$ cat src/rtl/ccei_pkg.sv
`timescale 1ns / 1ps
// ----------------------------------------------------------------------------
// ccei_pkg
// Shared types and constants of the calibrated charge and energy integrator:
// channel payloads, the queue entry between front and back end, calibration
// constants and register indexes.
// ----------------------------------------------------------------------------
package ccei_pkg;

   // Register file
   parameter int CSR_IDX_W  = 4;
   parameter int CSR_DATA_W = 16;

   typedef enum logic [CSR_IDX_W-1:0] {
      CSR_FC_THRESHOLD = 4'd0,
      CSR_FC_FLOOR     = 4'd1
   } csr_index_type;

   parameter logic [15:0] FC_THRESHOLD_RESET = 16'd22151;
   parameter logic [15:0] FC_FLOOR_RESET     = 16'd500;

   // Calibration: gains are millivolt or milliamp per full scale
   parameter logic [15:0] CAPV_GAIN     = 16'd45768;
   parameter logic [15:0] FCV_GAIN      = 16'd45760;
   parameter logic [15:0] V_OFFSET_MV   = 16'd272;
   parameter logic [15:0] FCI_GAIN      = 16'd48329;
   parameter logic [15:0] FCI_OFFSET_MA = 16'd15464;

   // Energy scaling: mA * mV * us / 1000 = nJ, rounded half up
   parameter int ENERGY_DIV  = 1000;
   parameter int ENERGY_HALF = 500;

   // Front-to-back queue
   parameter int QUEUE_PTR_W = 1;
   parameter int QUEUE_DEPTH = 1 << QUEUE_PTR_W;

   typedef struct packed {
      logic [15:0] cap_voltage_code;
      logic [15:0] fc_current_code;
      logic [15:0] fc_voltage_code;
      logic [15:0] cap_current_code;
      logic [19:0] elapsed_us;
   } req_type;

   typedef struct packed {
      logic [15:0] cap_voltage_mv;
      logic [15:0] fc_current_ma;
      logic [15:0] fc_voltage_mv;
      logic [15:0] cap_current_raw;
      logic [63:0] fc_charge_total;
      logic [63:0] fc_energy_total;
      logic [63:0] cap_charge_total;
      logic [63:0] cap_energy_total;
   } rsp_type;

   // Scaled readings of one sample, as handed to the back end
   typedef struct packed {
      logic [15:0] cap_voltage_mv;
      logic [15:0] fc_current_ma;
      logic [15:0] fc_voltage_mv;
      logic [15:0] cap_current_raw;
      logic [19:0] elapsed_us;
   } job_type;

   // Multiple of the divisor for one radix-16 quotient digit
   function automatic logic [13:0] digit_base(input logic [3:0] digit);
      return 14'(digit) * 14'(ENERGY_DIV);
   endfunction

endpackage

$ cat src/rtl/ccei_front.sv
`timescale 1ns / 1ps
// ----------------------------------------------------------------------------
// ccei_front
// Accepts samples, holds the two current registers, classifies the fuel-cell
// current against the threshold and scales the readings with one shared
// constant multiplier, then pushes the scaled job into the queue.
// ----------------------------------------------------------------------------
module ccei_front #(
   parameter int ADC_BITS = 16
) (
   input  logic                             clock,
   input  logic                             reset,
   input  logic                             csr_we,
   input  logic [ccei_pkg::CSR_IDX_W-1:0]   csr_index,
   input  logic [ccei_pkg::CSR_DATA_W-1:0]  csr_wdata,
   input  logic                             req_valid,
   output logic                             req_ready,
   input  ccei_pkg::req_type                req_data,
   output logic                             push_valid,
   input  logic                             push_ready,
   output ccei_pkg::job_type                push_data
);

   localparam int PROD_W = ADC_BITS + 16;
   localparam logic [PROD_W-1:0] RND_HALF = PROD_W'(1) << (ADC_BITS - 1);

   typedef enum logic [2:0] {
      F_IDLE,
      F_CAPV,
      F_FCV,
      F_FCI,
      F_PUSH
   } f_state_type;

   f_state_type             f_state_ff;
   logic [15:0]             thr_ff;
   logic [15:0]             floor_ff;
   logic [ADC_BITS-1:0]     capv_code_ff;
   logic [ADC_BITS-1:0]     fcv_code_ff;
   logic [ADC_BITS-1:0]     fci_code_ff;
   logic                    above_ff;
   ccei_pkg::job_type       job_ff;

   logic [ADC_BITS-1:0]     mul_code;
   logic [15:0]             mul_gain;
   logic [PROD_W-1:0]       mul_prod;
   logic [15:0]             rnd_val;
   logic [15:0]             fci_cal;

   always_ff @(posedge clock) begin
      if (reset) begin
         thr_ff   <= ccei_pkg::FC_THRESHOLD_RESET;
         floor_ff <= ccei_pkg::FC_FLOOR_RESET;
      end else if (csr_we) begin
         if (csr_index == ccei_pkg::CSR_FC_THRESHOLD) begin
            thr_ff <= csr_wdata;
         end
         if (csr_index == ccei_pkg::CSR_FC_FLOOR) begin
            floor_ff <= csr_wdata;
         end
      end
   end

   always_comb begin
      mul_code = capv_code_ff;
      mul_gain = ccei_pkg::CAPV_GAIN;
      case (f_state_ff)
         F_FCV: begin
            mul_code = fcv_code_ff;
            mul_gain = ccei_pkg::FCV_GAIN;
         end
         F_FCI: begin
            mul_code = fci_code_ff;
            mul_gain = ccei_pkg::FCI_GAIN;
         end
         default: begin
         end
      endcase
   end

   assign mul_prod = PROD_W'(mul_code) * PROD_W'(mul_gain);
   assign rnd_val  = 16'((mul_prod + RND_HALF) >> ADC_BITS);
   // clamp negative calibrated current to zero
   assign fci_cal  = (rnd_val > ccei_pkg::FCI_OFFSET_MA) ?
                     rnd_val - ccei_pkg::FCI_OFFSET_MA : 16'd0;

   always_ff @(posedge clock) begin
      if (reset) begin
         f_state_ff <= F_IDLE;
      end else begin
         case (f_state_ff)
            F_IDLE: begin
               if (req_valid) begin
                  capv_code_ff <= req_data.cap_voltage_code[ADC_BITS-1:0];
                  fcv_code_ff  <= req_data.fc_voltage_code[ADC_BITS-1:0];
                  fci_code_ff  <= req_data.fc_current_code[ADC_BITS-1:0];
                  above_ff     <= 16'(req_data.fc_current_code[ADC_BITS-1:0]) > thr_ff;
                  job_ff.cap_current_raw <= 16'(req_data.cap_current_code[ADC_BITS-1:0]);
                  job_ff.elapsed_us      <= req_data.elapsed_us;
                  f_state_ff   <= F_CAPV;
               end
            end
            F_CAPV: begin
               job_ff.cap_voltage_mv <= rnd_val + ccei_pkg::V_OFFSET_MV;
               f_state_ff <= F_FCV;
            end
            F_FCV: begin
               job_ff.fc_voltage_mv <= rnd_val + ccei_pkg::V_OFFSET_MV;
               f_state_ff <= F_FCI;
            end
            F_FCI: begin
               job_ff.fc_current_ma <= above_ff ? fci_cal : floor_ff;
               f_state_ff <= F_PUSH;
            end
            F_PUSH: begin
               if (push_ready) begin
                  f_state_ff <= F_IDLE;
               end
            end
            default: begin
               f_state_ff <= F_IDLE;
            end
         endcase
      end
   end

   assign req_ready  = (f_state_ff == F_IDLE);
   assign push_valid = (f_state_ff == F_PUSH);
   assign push_data  = job_ff;

endmodule

$ cat src/rtl/ccei_queue.sv
`timescale 1ns / 1ps
// ----------------------------------------------------------------------------
// ccei_queue
// Short first-in first-out queue of scaled jobs between front and back end.
// ----------------------------------------------------------------------------
module ccei_queue (
   input  logic                 clock,
   input  logic                 reset,
   input  logic                 push_valid,
   output logic                 push_ready,
   input  ccei_pkg::job_type    push_data,
   output logic                 pop_valid,
   input  logic                 pop_ready,
   output ccei_pkg::job_type    pop_data
);

   localparam int CNT_W = ccei_pkg::QUEUE_PTR_W + 1;

   ccei_pkg::job_type                  mem_ff [ccei_pkg::QUEUE_DEPTH];
   logic [ccei_pkg::QUEUE_PTR_W-1:0]   wr_ptr_ff;
   logic [ccei_pkg::QUEUE_PTR_W-1:0]   rd_ptr_ff;
   logic [CNT_W-1:0]                   count_ff;
   logic                               do_push;
   logic                               do_pop;

   assign push_ready = (count_ff != CNT_W'(ccei_pkg::QUEUE_DEPTH));
   assign pop_valid  = (count_ff != '0);
   assign do_push    = push_valid && push_ready;
   assign do_pop     = pop_valid && pop_ready;
   assign pop_data   = mem_ff[rd_ptr_ff];

   always_ff @(posedge clock) begin
      if (do_push) begin
         mem_ff[wr_ptr_ff] <= push_data;
      end
   end

   always_ff @(posedge clock) begin
      if (reset) begin
         wr_ptr_ff <= '0;
         rd_ptr_ff <= '0;
         count_ff  <= '0;
      end else begin
         if (do_push) begin
            wr_ptr_ff <= wr_ptr_ff + 1'b1;
         end
         if (do_pop) begin
            rd_ptr_ff <= rd_ptr_ff + 1'b1;
         end
         if (do_push && !do_pop) begin
            count_ff <= count_ff + 1'b1;
         end else if (do_pop && !do_push) begin
            count_ff <= count_ff - 1'b1;
         end
      end
   end

endmodule

$ cat src/rtl/ccei_div1000.sv
`timescale 1ns / 1ps
// ----------------------------------------------------------------------------
// ccei_div1000
// Radix-16 digit-serial divider by the constant 1000: one quotient digit per
// cycle, most significant first, remainder kept below the divisor.
// ----------------------------------------------------------------------------
module ccei_div1000 #(
   parameter int DIVIDEND_W = 53
) (
   input  logic                           clock,
   input  logic                           reset,
   input  logic                           start,
   input  logic [DIVIDEND_W-1:0]          dividend,
   output logic                           busy,
   output logic [4*((DIVIDEND_W+3)/4)-1:0] quotient
);

   localparam int DIGITS = (DIVIDEND_W + 3) / 4;
   localparam int PAD_W  = DIGITS * 4;
   localparam int CNT_W  = $clog2(DIGITS + 1);

   logic [PAD_W-1:0]  num_ff;
   logic [PAD_W-1:0]  quo_ff;
   logic [9:0]        rem_ff;
   logic [CNT_W-1:0]  cnt_ff;
   logic              busy_ff;

   logic [13:0]       part;
   logic [3:0]        digit;
   logic [13:0]       part_rem;

   assign part = {rem_ff, num_ff[PAD_W-1 -: 4]};

   // largest digit whose multiple of 1000 still fits
   always_comb begin
      digit = 4'd0;
      for (int k = 1; k < 16; k++) begin
         if (part >= ccei_pkg::digit_base(4'(k))) begin
            digit = 4'(k);
         end
      end
   end

   assign part_rem = part - ccei_pkg::digit_base(digit);

   always_ff @(posedge clock) begin
      if (reset) begin
         busy_ff <= 1'b0;
         cnt_ff  <= '0;
      end else if (start) begin
         busy_ff <= 1'b1;
         cnt_ff  <= CNT_W'(DIGITS);
         num_ff  <= PAD_W'(dividend);
         quo_ff  <= '0;
         rem_ff  <= '0;
      end else if (busy_ff) begin
         num_ff  <= num_ff << 4;
         quo_ff  <= {quo_ff[PAD_W-5:0], digit};
         rem_ff  <= part_rem[9:0];
         cnt_ff  <= cnt_ff - 1'b1;
         if (cnt_ff == CNT_W'(1)) begin
            busy_ff <= 1'b0;
         end
      end
   end

   assign busy     = busy_ff;
   assign quotient = quo_ff;

endmodule

$ cat src/rtl/ccei_back.sv
`timescale 1ns / 1ps
// ----------------------------------------------------------------------------
// ccei_back
// Takes scaled jobs from the queue, forms charge and energy increments with
// one shared multiplier and two divide-by-1000 lanes, adds them into the four
// saturating accumulators and registers the result transaction.
// ----------------------------------------------------------------------------
module ccei_back #(
   parameter int TIME_BITS = 20
) (
   input  logic                 clock,
   input  logic                 reset,
   input  logic                 pop_valid,
   output logic                 pop_ready,
   input  ccei_pkg::job_type    pop_data,
   output logic                 rsp_valid,
   input  logic                 rsp_ready,
   output ccei_pkg::rsp_type    rsp_data
);

   localparam int PROD_W  = 32 + TIME_BITS;
   localparam int CHG_W   = 16 + TIME_BITS;
   localparam int DIVD_W  = PROD_W + 1;
   localparam int QUO_W   = 4 * ((DIVD_W + 3) / 4);

   typedef enum logic [3:0] {
      B_IDLE,
      B_FC_CHG,
      B_CAP_CHG,
      B_FC_PWR,
      B_CAP_PWR,
      B_FC_EN,
      B_CAP_EN,
      B_DIV_GO,
      B_DIV,
      B_ACC
   } b_state_type;

   b_state_type            b_state_ff;
   ccei_pkg::job_type      job_ff;
   logic [TIME_BITS-1:0]   us_ff;
   logic [CHG_W-1:0]       fc_chg_inc_ff;
   logic [CHG_W-1:0]       cap_chg_inc_ff;
   logic [31:0]            fc_pwr_ff;
   logic [31:0]            cap_pwr_ff;
   logic [PROD_W-1:0]      fc_en_prod_ff;
   logic [PROD_W-1:0]      cap_en_prod_ff;
   logic [63:0]            fc_charge_acc_ff;
   logic [63:0]            fc_energy_acc_ff;
   logic [63:0]            cap_charge_acc_ff;
   logic [63:0]            cap_energy_acc_ff;
   logic                   rsp_valid_ff;
   ccei_pkg::rsp_type      rsp_ff;

   logic [31:0]            mul_a;
   logic [TIME_BITS-1:0]   mul_b;
   logic [PROD_W-1:0]      mul_p;
   logic                   div_start;
   logic                   fc_div_busy;
   logic                   cap_div_busy;
   logic [QUO_W-1:0]       fc_div_quo;
   logic [QUO_W-1:0]       cap_div_quo;
   logic [64:0]            fc_charge_sum;
   logic [64:0]            fc_energy_sum;
   logic [64:0]            cap_charge_sum;
   logic [64:0]            cap_energy_sum;
   logic                   out_free;

   // operand select for the shared multiplier
   always_comb begin
      mul_a = 32'(job_ff.fc_current_ma);
      mul_b = us_ff;
      case (b_state_ff)
         B_CAP_CHG: begin
            mul_a = 32'(job_ff.cap_current_raw);
         end
         B_FC_PWR: begin
            mul_b = TIME_BITS'(job_ff.fc_voltage_mv);
         end
         B_CAP_PWR: begin
            mul_a = 32'(job_ff.cap_current_raw);
            mul_b = TIME_BITS'(job_ff.cap_voltage_mv);
         end
         B_FC_EN: begin
            mul_a = fc_pwr_ff;
         end
         B_CAP_EN: begin
            mul_a = cap_pwr_ff;
         end
         default: begin
         end
      endcase
   end

   assign mul_p = PROD_W'(mul_a) * PROD_W'(mul_b);

   assign div_start = (b_state_ff == B_DIV_GO);

   ccei_div1000 #(
      .DIVIDEND_W (DIVD_W)
   ) u_fc_div (
      .clock    (clock),
      .reset    (reset),
      .start    (div_start),
      .dividend (DIVD_W'(fc_en_prod_ff) + DIVD_W'(ccei_pkg::ENERGY_HALF)),
      .busy     (fc_div_busy),
      .quotient (fc_div_quo)
   );

   ccei_div1000 #(
      .DIVIDEND_W (DIVD_W)
   ) u_cap_div (
      .clock    (clock),
      .reset    (reset),
      .start    (div_start),
      .dividend (DIVD_W'(cap_en_prod_ff) + DIVD_W'(ccei_pkg::ENERGY_HALF)),
      .busy     (cap_div_busy),
      .quotient (cap_div_quo)
   );

   assign fc_charge_sum  = {1'b0, fc_charge_acc_ff}  + 65'(fc_chg_inc_ff);
   assign cap_charge_sum = {1'b0, cap_charge_acc_ff} + 65'(cap_chg_inc_ff);
   assign fc_energy_sum  = {1'b0, fc_energy_acc_ff}  + {1'b0, 64'(fc_div_quo)};
   assign cap_energy_sum = {1'b0, cap_energy_acc_ff} + {1'b0, 64'(cap_div_quo)};

   assign out_free = !rsp_valid_ff || rsp_ready;

   always_ff @(posedge clock) begin
      if (reset) begin
         b_state_ff        <= B_IDLE;
         rsp_valid_ff      <= 1'b0;
         fc_charge_acc_ff  <= '0;
         fc_energy_acc_ff  <= '0;
         cap_charge_acc_ff <= '0;
         cap_energy_acc_ff <= '0;
      end else begin
         // drop valid on handshake unless a new transaction loads this cycle
         if (rsp_valid_ff && rsp_ready && (b_state_ff != B_ACC)) begin
            rsp_valid_ff <= 1'b0;
         end
         case (b_state_ff)
            B_IDLE: begin
               if (pop_valid) begin
                  job_ff     <= pop_data;
                  us_ff      <= TIME_BITS'(pop_data.elapsed_us);
                  b_state_ff <= B_FC_CHG;
               end
            end
            B_FC_CHG: begin
               fc_chg_inc_ff <= mul_p[CHG_W-1:0];
               b_state_ff    <= B_CAP_CHG;
            end
            B_CAP_CHG: begin
               cap_chg_inc_ff <= mul_p[CHG_W-1:0];
               b_state_ff     <= B_FC_PWR;
            end
            B_FC_PWR: begin
               fc_pwr_ff  <= mul_p[31:0];
               b_state_ff <= B_CAP_PWR;
            end
            B_CAP_PWR: begin
               cap_pwr_ff <= mul_p[31:0];
               b_state_ff <= B_FC_EN;
            end
            B_FC_EN: begin
               fc_en_prod_ff <= mul_p;
               b_state_ff    <= B_CAP_EN;
            end
            B_CAP_EN: begin
               cap_en_prod_ff <= mul_p;
               b_state_ff     <= B_DIV_GO;
            end
            B_DIV_GO: begin
               b_state_ff <= B_DIV;
            end
            B_DIV: begin
               if (!fc_div_busy) begin
                  b_state_ff <= B_ACC;
               end
            end
            B_ACC: begin
               // hold until the output register is free
               if (out_free) begin
                  fc_charge_acc_ff  <= fc_charge_sum[64]  ? '1 : fc_charge_sum[63:0];
                  fc_energy_acc_ff  <= fc_energy_sum[64]  ? '1 : fc_energy_sum[63:0];
                  cap_charge_acc_ff <= cap_charge_sum[64] ? '1 : cap_charge_sum[63:0];
                  cap_energy_acc_ff <= cap_energy_sum[64] ? '1 : cap_energy_sum[63:0];
                  rsp_ff.cap_voltage_mv   <= job_ff.cap_voltage_mv;
                  rsp_ff.fc_current_ma    <= job_ff.fc_current_ma;
                  rsp_ff.fc_voltage_mv    <= job_ff.fc_voltage_mv;
                  rsp_ff.cap_current_raw  <= job_ff.cap_current_raw;
                  rsp_ff.fc_charge_total  <= fc_charge_sum[64]  ? '1 : fc_charge_sum[63:0];
                  rsp_ff.fc_energy_total  <= fc_energy_sum[64]  ? '1 : fc_energy_sum[63:0];
                  rsp_ff.cap_charge_total <= cap_charge_sum[64] ? '1 : cap_charge_sum[63:0];
                  rsp_ff.cap_energy_total <= cap_energy_sum[64] ? '1 : cap_energy_sum[63:0];
                  rsp_valid_ff <= 1'b1;
                  b_state_ff   <= B_IDLE;
               end
            end
            default: begin
               b_state_ff <= B_IDLE;
            end
         endcase
      end
   end

   assign pop_ready = (b_state_ff == B_IDLE);
   assign rsp_valid = rsp_valid_ff;
   assign rsp_data  = rsp_ff;

   // Both divide lanes start together and must finish together
   a_div_lockstep: assert property (@(posedge clock) disable iff (reset)
      fc_div_busy == cap_div_busy)
      else $error("divider lanes out of step");

   // Accumulation only with finished quotients
   a_acc_after_div: assert property (@(posedge clock) disable iff (reset)
      (b_state_ff == B_ACC) |-> (!fc_div_busy && !cap_div_busy))
      else $error("accumulate while divider busy");

   // A popped job starts the multiply sequence on the next cycle
   a_pop_starts: assert property (@(posedge clock) disable iff (reset)
      (pop_valid && pop_ready) |=> (b_state_ff == B_FC_CHG))
      else $error("popped job not started");

   // Saturating energy accumulators never wrap back down
   a_acc_monotonic: assert property (@(posedge clock) disable iff (reset)
      !$past(reset) |-> (fc_energy_acc_ff >= $past(fc_energy_acc_ff)
                         && cap_energy_acc_ff >= $past(cap_energy_acc_ff)))
      else $error("energy accumulator decreased");

endmodule

$ cat src/rtl/calibrated_charge_energy_integrator_top.sv
`timescale 1ns / 1ps
// ----------------------------------------------------------------------------
// calibrated_charge_energy_integrator_top
// Coulomb counter and energy meter: scales ADC samples to mV and mA and
// integrates charge and energy of the fuel cell and capacitor paths.
// ----------------------------------------------------------------------------
//  channel  ports               direction  payload
//  req      req_valid/ready     in         ccei_pkg::req_type, one sample
//  rsp      rsp_valid/ready     out        ccei_pkg::rsp_type, one report
//  csr      csr_we/index/wdata  in         register write, no read-back
//
//  Front end scales a sample in its CAPV, FCV and FCI states and queues it
//  (2 entries). Back end handles one transaction at a time: the shared
//  multiplier runs first, then the radix-16 divide-by-1000 lanes, and only
//  then is the next job popped; this sets the sustained rate.
//  Synchronous active-high reset clears the accumulators and loads register
//  defaults; no clearing pass is needed.
//  A stalled rsp holds in the output register while the front end keeps
//  taking samples into the queue until the queue is full.
// ----------------------------------------------------------------------------
module calibrated_charge_energy_integrator_top #(
   parameter int ADC_BITS  = 16,
   parameter int TIME_BITS = 20
) (
   input  logic                             clock,
   input  logic                             reset,
   input  logic                             csr_we,
   input  logic [ccei_pkg::CSR_IDX_W-1:0]   csr_index,
   input  logic [ccei_pkg::CSR_DATA_W-1:0]  csr_wdata,
   input  logic                             req_valid,
   output logic                             req_ready,
   input  ccei_pkg::req_type                req_data,
   output logic                             rsp_valid,
   input  logic                             rsp_ready,
   output ccei_pkg::rsp_type                rsp_data
);

   logic                push_valid;
   logic                push_ready;
   ccei_pkg::job_type   push_data;
   logic                pop_valid;
   logic                pop_ready;
   ccei_pkg::job_type   pop_data;

   ccei_front #(
      .ADC_BITS (ADC_BITS)
   ) u_front (
      .clock      (clock),
      .reset      (reset),
      .csr_we     (csr_we),
      .csr_index  (csr_index),
      .csr_wdata  (csr_wdata),
      .req_valid  (req_valid),
      .req_ready  (req_ready),
      .req_data   (req_data),
      .push_valid (push_valid),
      .push_ready (push_ready),
      .push_data  (push_data)
   );

   ccei_queue u_queue (
      .clock      (clock),
      .reset      (reset),
      .push_valid (push_valid),
      .push_ready (push_ready),
      .push_data  (push_data),
      .pop_valid  (pop_valid),
      .pop_ready  (pop_ready),
      .pop_data   (pop_data)
   );

   ccei_back #(
      .TIME_BITS (TIME_BITS)
   ) u_back (
      .clock     (clock),
      .reset     (reset),
      .pop_valid (pop_valid),
      .pop_ready (pop_ready),
      .pop_data  (pop_data),
      .rsp_valid (rsp_valid),
      .rsp_ready (rsp_ready),
      .rsp_data  (rsp_data)
   );

endmodule
$ cat config.mk
export PLATFORM = sky130hd
export DESIGN_NAME = calibrated_charge_energy_integrator_top
export DESIGN_NICKNAME = d
export VERILOG_FILES = /design/src/rtl/ccei_pkg.sv /design/src/rtl/ccei_front.sv /design/src/rtl/ccei_queue.sv /design/src/rtl/ccei_div1000.sv /design/src/rtl/ccei_back.sv /design/src/rtl/calibrated_charge_energy_integrator_top.sv
export SDC_FILE = /design/constraint.sdc
export NUM_CORES = 2
export LEC_CHECK = 0
export ABC_AREA = 1
export ABC_CLOCK_PERIOD_IN_PS = 18910
export BUFFER_PORTS_ARGS = -buffer_cell sky130_fd_sc_hd__buf_2
export CORE_ASPECT_RATIO = 1.2
export CORE_MARGIN = 1.5
export CORE_UTILIZATION = 35
export CTS_BUF_LIST = sky130_fd_sc_hd__clkbuf_8 sky130_fd_sc_hd__clkbuf_16
export DETAILED_ROUTE_END_ITERATION = 8
export GPL_TIMING_DRIVEN = 0
export REMOVE_ABC_BUFFERS = 1
export SETUP_SLACK_MARGIN = 0.02
export SLEW_MARGIN = 10
export SYNTH_ARGS = -nofsm -noshare
export SYNTH_HDL_FRONTEND = slang
export SYNTH_SLANG_ARGS = --single-unit
$ cat constraint.sdc
create_clock -name clock -period 18.91 [get_ports clock]
set_clock_uncertainty 0.2 [all_clocks]
set_input_delay 1.891 -clock clock [delete_from_list [all_inputs] [get_ports clock]]
set_output_delay 1.891 -clock clock [all_outputs]
set_load 0.05 [all_outputs]
# ---- Word level (Yosys, flattened, before mapping)
# Memory sizes are Yosys's and may differ from the RTL's. A register that Yosys moved wholly into a read port is not among the register bits.
# Cells that the tools add are included.
dict set report word_totals {
  memories 1
  ram_bits 168
  output_inout_bits 322
  register_bits 1247
  input_bits 109
}
dict set report op_classes {
  magnitude_cmp 32
  n_reduce_logical 38
  addsub 17
  n_eq_ne 23
  mul 4
  n_mux 72
  bitwise_logic 1
}
# memory depth width read_ports rd_clocked_by_memory_dff wr line_no
set memory_table {}
lappend memory_table {u_queue.mem_ff 2 84 1 1 1 ccei_queue.sv:19} ;# ccei_pkg::job_type mem_ff [ccei_pkg::QUEUE_DEPTH];
# op n
set op_table {}
lappend op_table {{$mux W64} 4}
lappend op_table {{$mux W56} 4}
lappend op_table {{$ge A14 B14 Y1 const B} 14}
lappend op_table {{$mux W4} 33}
lappend op_table {{$add A64 B36 Y65} 2}
lappend op_table {{$add A64 B56 Y65} 2}
lappend op_table {{$ge A14 B13 Y1 const B} 8}
lappend op_table {{$add A52 B9 Y53 const B} 2}
lappend op_table {{$mux W53} 2}
lappend op_table {{$pmux W32 S3} 1}
lappend op_table {{$ge A14 B12 Y1 const B} 4}
lappend op_table {{$mul A32 B20 Y52} 1}
lappend op_table {{$pmux W20 S2} 1}
lappend op_table {{$pmux W4 S10} 1}
lappend op_table {{$add A32 B16 Y32 const B} 1}
lappend op_table {{$mul A16 B16 Y32} 1}
lappend op_table {{$mux W16} 2}
lappend op_table {{$pmux W16 S2} 1}
lappend op_table {{$reduce_and A2 Y1} 15}
lappend op_table {{$ge A14 B10 Y1 const B} 2}
lappend op_table {{$ge A14 B11 Y1 const B} 2}
lappend op_table {{$pmux W12 S2} 1}
lappend op_table {{$mux W10} 2}
lappend op_table {{$sub A10 B10 Y10} 2}
lappend op_table {{other kinds (32)} 79}

# ---- Logic depth before layout (Yosys ltp)
dict set report depth {
  word_depth 19
  depth_mapped 45
  ltp_nobuf 43
}

# ---- Cells and area by module
# From an unflattened synthesis, not the netlist that was laid out.
dict set report hier_totals {
  cells_unflattened 12701
  hier_area_um2 106430.8
}
# mod seq_area_each_um2 cells_each instances area_per_inst_um2
set by_module_without_submodules {}
lappend by_module_without_submodules {ccei_back 24563.6 9862 1 75179.6}
lappend by_module_without_submodules {ccei_front 4694.5 1289 1 12605.8}
lappend by_module_without_submodules {ccei_div1000 3763.6 626 2 6050.8}
lappend by_module_without_submodules {ccei_queue 5144.9 298 1 6543.8}

# ---- Worst setup path after synthesis
# Ideal clock, no wire load.
dict set report synth_timing {
  kind {input to register}
  start {input port rsp_ready}
  end {register u_back.rsp_ff, in the netlist u_back.rsp_data[0] (enable)}
  n_path_buf 2
  slack_ps 1750
  required_time_ps 17700
  stages 6
  arrival_time_ps 15950
  cell_sequence {nor2_1 nor2_1 inv_1 clkbuf_1 clkbuf_1 nor2_1}
}
dict set report synth_via {
  elab_chain_len 2
}
# item line_no
set synth_rtl {}
lappend synth_rtl {{start: declaration} calibrated_charge_energy_integrator_top.sv:34} ;# input logic rsp_ready,
lappend synth_rtl {{$logic_or A1 B1 Y1} ccei_back.sv:126} ;# assign out_free = !rsp_valid_ff || rsp_ready;
lappend synth_rtl {{$reduce_and A3 Y1 (no line)} n/a}
lappend synth_rtl {{end: declaration} ccei_back.sv:53} ;# ccei_pkg::rsp_type rsp_ff;
# No other way between the ends.
# A chain may end at the register's enable or synchronous reset.

# ---- Worst setup path in the final report
dict set report layout_timing {
  start {register u_back.b_state_ff[3]}
  end {register u_back.cap_en_prod_ff[32], data pin}
}
dict set report layout_via {
  elab_chain_len 4
  elab_cells_between_ends 9
  cone_classes {mul: 1; eq/ne: 5; mux: 2; reduce/logical: 1}
}
# item line_no
set layout_rtl {}
lappend layout_rtl {{start: declaration} ccei_back.sv:39} ;# b_state_type b_state_ff;
lappend layout_rtl {{start signal: assignment} ccei_back.sv:130} ;# b_state_ff <= B_IDLE;
lappend layout_rtl {{start signal: assignment} ccei_back.sv:146} ;# b_state_ff <= B_FC_CHG;
lappend layout_rtl {{start signal: assignment} ccei_back.sv:151} ;# b_state_ff <= B_CAP_CHG;
lappend layout_rtl {{$eq A4 B2 Y1 / $eq A4 B3 Y1 (equally long branches)} ccei_back.sv:73} ;# case (b_state_ff)
lappend layout_rtl {{$reduce_or A2 Y1 (no line)} n/a}
lappend layout_rtl {{$pmux W32 S3} ccei_back.sv:73}
lappend layout_rtl {{$mul A32 B20 Y52 *} ccei_back.sv:95} ;# assign mul_p = PROD_W'(mul_a) * PROD_W'(mul_b);
lappend layout_rtl {{via u_back.mul_p[32]} ccei_back.sv:57} ;# logic [PROD_W-1:0] mul_p;
lappend layout_rtl {{end signal: assignment} ccei_back.sv:170} ;# cap_en_prod_ff <= mul_p;
lappend layout_rtl {{end: declaration} ccei_back.sv:47} ;# logic [PROD_W-1:0] cap_en_prod_ff;
# The timed path passes the listed nets; every way through them passes the cells marked *.

==> impl_metrics.toml <==
[run_status]
outcome = "complete, no violations"

[critical_path]
cp-start-kind = "flop"
reg2reg_to = "u_back.cap_en_prod_ff[32]"
cp_max_fo = 19
reg2reg_from = "u_back.b_state_ff[3]"
critPathKind = "flop to flop"
reg2reg_depth = 27
ff2ff_setup_slack_ns = 7.15
endpoint_kind = "flop"
worstPathArrival_ns = 11.99
crit_required_ns = 19.15
crit_start = "u_back.b_state_ff[3]"
crit_end = "u_back.cap_en_prod_ff[32]"

[final_layout]
nets = 12500
fillCellCount = 27500
multi_input_comb_area_mm2 = 0.0476
mostFrequentLayoutCells = "nand2_1 (2124), inv_1 (2010), edfxtp_1 (1189), nor2_1 (1090), fa_1 (649)"
regArea_mm2 = 0.0419
areaGrowthSynthToFinish_pct = 13.8
drive_gt1_share_pct = 8.57
layout_commonest_cell = "nand2_1"

[clock_tree]
post-cts-setup-buffers = 0
clock_latency_ns = 0.86
numClockSinks = 1499
htree_levels = 4
hold_buffers = 0
numCtsBuffers = 160
cts_resized = 0
cts_tree = "done"
clkTransAtPathRegs_ns = 0.08
cts_root_buffer = "clkbuf_16"
cts.path.max_buffers = 3

[routing]
wl_mm = 285
vias = 74100
antenna_left = 0
drcViolationCount = 0
wire_per_inst_um = 19.0
firstDrtPassIters = 6
viasPerCell = 4.95
drt_iter0_markers = 5268

[sta]
max_slew_margin_pct = 4.81
setup_ws_ns = 7.15
max_freq_ghz = 0.0851
finalSetupViolCount = 0
finalCriticalPeriod_ns = 11.76
tightestPinTransition_ns = 1.42
finalCritPeriodShare_pct = 62.2
rsz0062_at_grt = "false"
drv_slew = 0
hold_violations = 0

[flow_run]
drv_cap = 0

[placement]
dp_hpwl_mm = 220
port_buffers = 430
pre_cts_slack_ns = 7.23
place.gp.congestion = 0.937

[grt]
grt_first_pass_wirelength_mm = 433
grt.total_usage_pct = 19.8
grt_overflow_total = 0
grt_start_max_net_pins = 132
grt_pass1_vias = 73800
antenna_found_initial = 14

[logic_synthesis]
ys_ff_latch = 1499
avgSynthCellArea_um2 = 9.09
synth_area_mm2 = 0.0978
synth_edf_count = 1189
synth_cells = 10800
ys_seq_area_share_pct = 42.8
yosys_warnings = 0
async_flop_share_pct = 0
synth_cell_type_count = 68
synth_flop_cell = "edfxtp_1"

[floorplanning]
chipWidth_um = 486
start_util_pct = 35.2
fp.dieH_um = 582
dieArea_mm2 = 0.283
placementRows = 212
io_pins = 431
core-area_mm2 = 0.278

[min_path]
holdCritPathClass = "flop to flop"
whs_path_depth = 0
==> layout make-up <==
type | instances | share of cell area [%]
clock buffer | 169 | 3.71
tap | 3638 | 4.09
multi-input combinational | 6971 | 42.8
sequential | 1499 | 37.6
antenna | 6 | 0.0135
timing repair buffer | 531 | 3.67
clock inverter | 129 | 1.27
inverter | 2013 | 6.81
==> per-stage QoR <==
stage               util [%]  TNS [ns]  instance area [um2]  cells  hold WS [ns]
finish                  40.0         0               111000  15000         0.219
global route            40.0         0               111000  15000         0.226
CTS                     40.0         0               111000  15000         0.217
detailed placement      38.0         0               106000  14700         0.230
global placement        37.2         -               103000  14600         0.222
floorplan                  -  -4706.95                96700  10500         0.221
==> critical path: stages, from the launching register on <==
cell and delay, ns:
dfxtp_1 0.41, nor2_1 0.08, nand2_1 0.89, clkinv_1 0.90, nor3_2 0.52, buf_4 0.26, nand2_1 0.06, nand2_1 0.48
clkinv_1 0.67, nor2_1 0.33, fa_1 0.48, fa_1 0.52, fa_1 0.53, fa_1 0.56, fa_1 0.54, fa_1 0.55
inv_1 0.09, fa_1 0.54, inv_1 0.04, ha_1 0.36, nand2_1 0.07, inv_1 0.08, nand2_1 0.08, nor3_1 0.24
nand4_1 0.11, o21ai_0 0.50, a21oi_1 0.25, xnor2_1 0.99
==> kinds of logic after synthesis <==
kind of cell             Yosys count  synth area share (%)
AND/OR/NAND/NOR                 3925                  16.4
XOR/XNOR                         293                  2.63
adder cells (fa/ha/maj)         1179                  20.1
flip-flops                      1499                  42.8
AO/OA/AOI/OAI                   1574                  9.21
buffers and inverters           2292                  8.87
==> routing by layer <==
layer | GRT usage [%] | part of all wire [%]
met1 | 25.3 | 42
met2 | 34.0 | 48
met3 | 3.00 | 6.1
met4 | 7.16 | 3.7
met5 | 0 | 0.0084
==> flip-flops by register name, summed over array words and instances, names as in the netlist, 56 cells and up <==
signal	flops
u_front.push_data	84
u_back.job_ff	64
u_back.u_cap_div.quotient	56
u_back.rsp_data	320
u_back.u_fc_div.num_ff	56
u_back.fc_energy_acc_ff	64
u_back.fc_charge_acc_ff	64
u_back.cap_energy_acc_ff	64
u_back.u_fc_div.quotient	56
u_back.cap_charge_acc_ff	64
u_queue.mem_ff	168
u_back.u_cap_div.num_ff	56
==> how the worst min path moves through the flow <==
stage	from	end	slack, ns
finish	u_back.job_ff[38]	u_back.rsp_data[274]	0.22
global route	u_front.push_data[44]	u_queue.mem_ff[0][44]	0.23
CTS	u_front.push_data[76]	u_queue.mem_ff[1][76]	0.22
detailed placement	u_front.push_data[10]	u_queue.mem_ff[0][10]	0.23
global placement	u_front.push_data[72]	u_queue.mem_ff[0][72]	0.22
floorplan	u_front.push_data[0]	u_queue.mem_ff[0][0]	0.22
==> cells in the mapped netlist, types with 4 or more instances <==
master       n  area share, %
a211oi_1    13           0.10
a21boi_0    16           0.12
a21boi_1     4          0.031
a21o_1      46           0.35
a21oi_1    524            2.7
a21oi_2      8          0.072
a22o_1      32           0.29
a31oi_1    148           0.95
a32o_1       4          0.041
and3_1      19           0.12
buf_1       20          0.077
buf_2       43           0.22
clkbuf_1   213           0.82
clkinv_1    18          0.069
dfxtp_1    310            6.3
edfxtp_1  1189             37
fa_1       649             13
ha_1       530            6.8
inv_1     1985            7.6
inv_2        9          0.035
nand2_1   2124            8.2
nand2_2     17           0.11
nand3_1    298            1.5
nand3b_1    19           0.15
nand4_1     75           0.48
nor2_1    1108            4.3
nor2_4       4          0.046
nor3_1     147           0.75
nor4_1      44           0.28
o211ai_1    20           0.15
o21a_1      23           0.18
o21ai_0    548            2.8
o21ai_1     12          0.061
o21ai_2     13           0.12
o21bai_1   102           0.78
o221ai_1     6          0.054
o22ai_1     21           0.13
o31ai_1     17           0.13
or2_2       50           0.32
xnor2_1     96           0.86
xor2_1     196            1.8
Power is not shown: default switching activity piles up to over one toggle a cycle in this logic, so the estimate is an artifact.
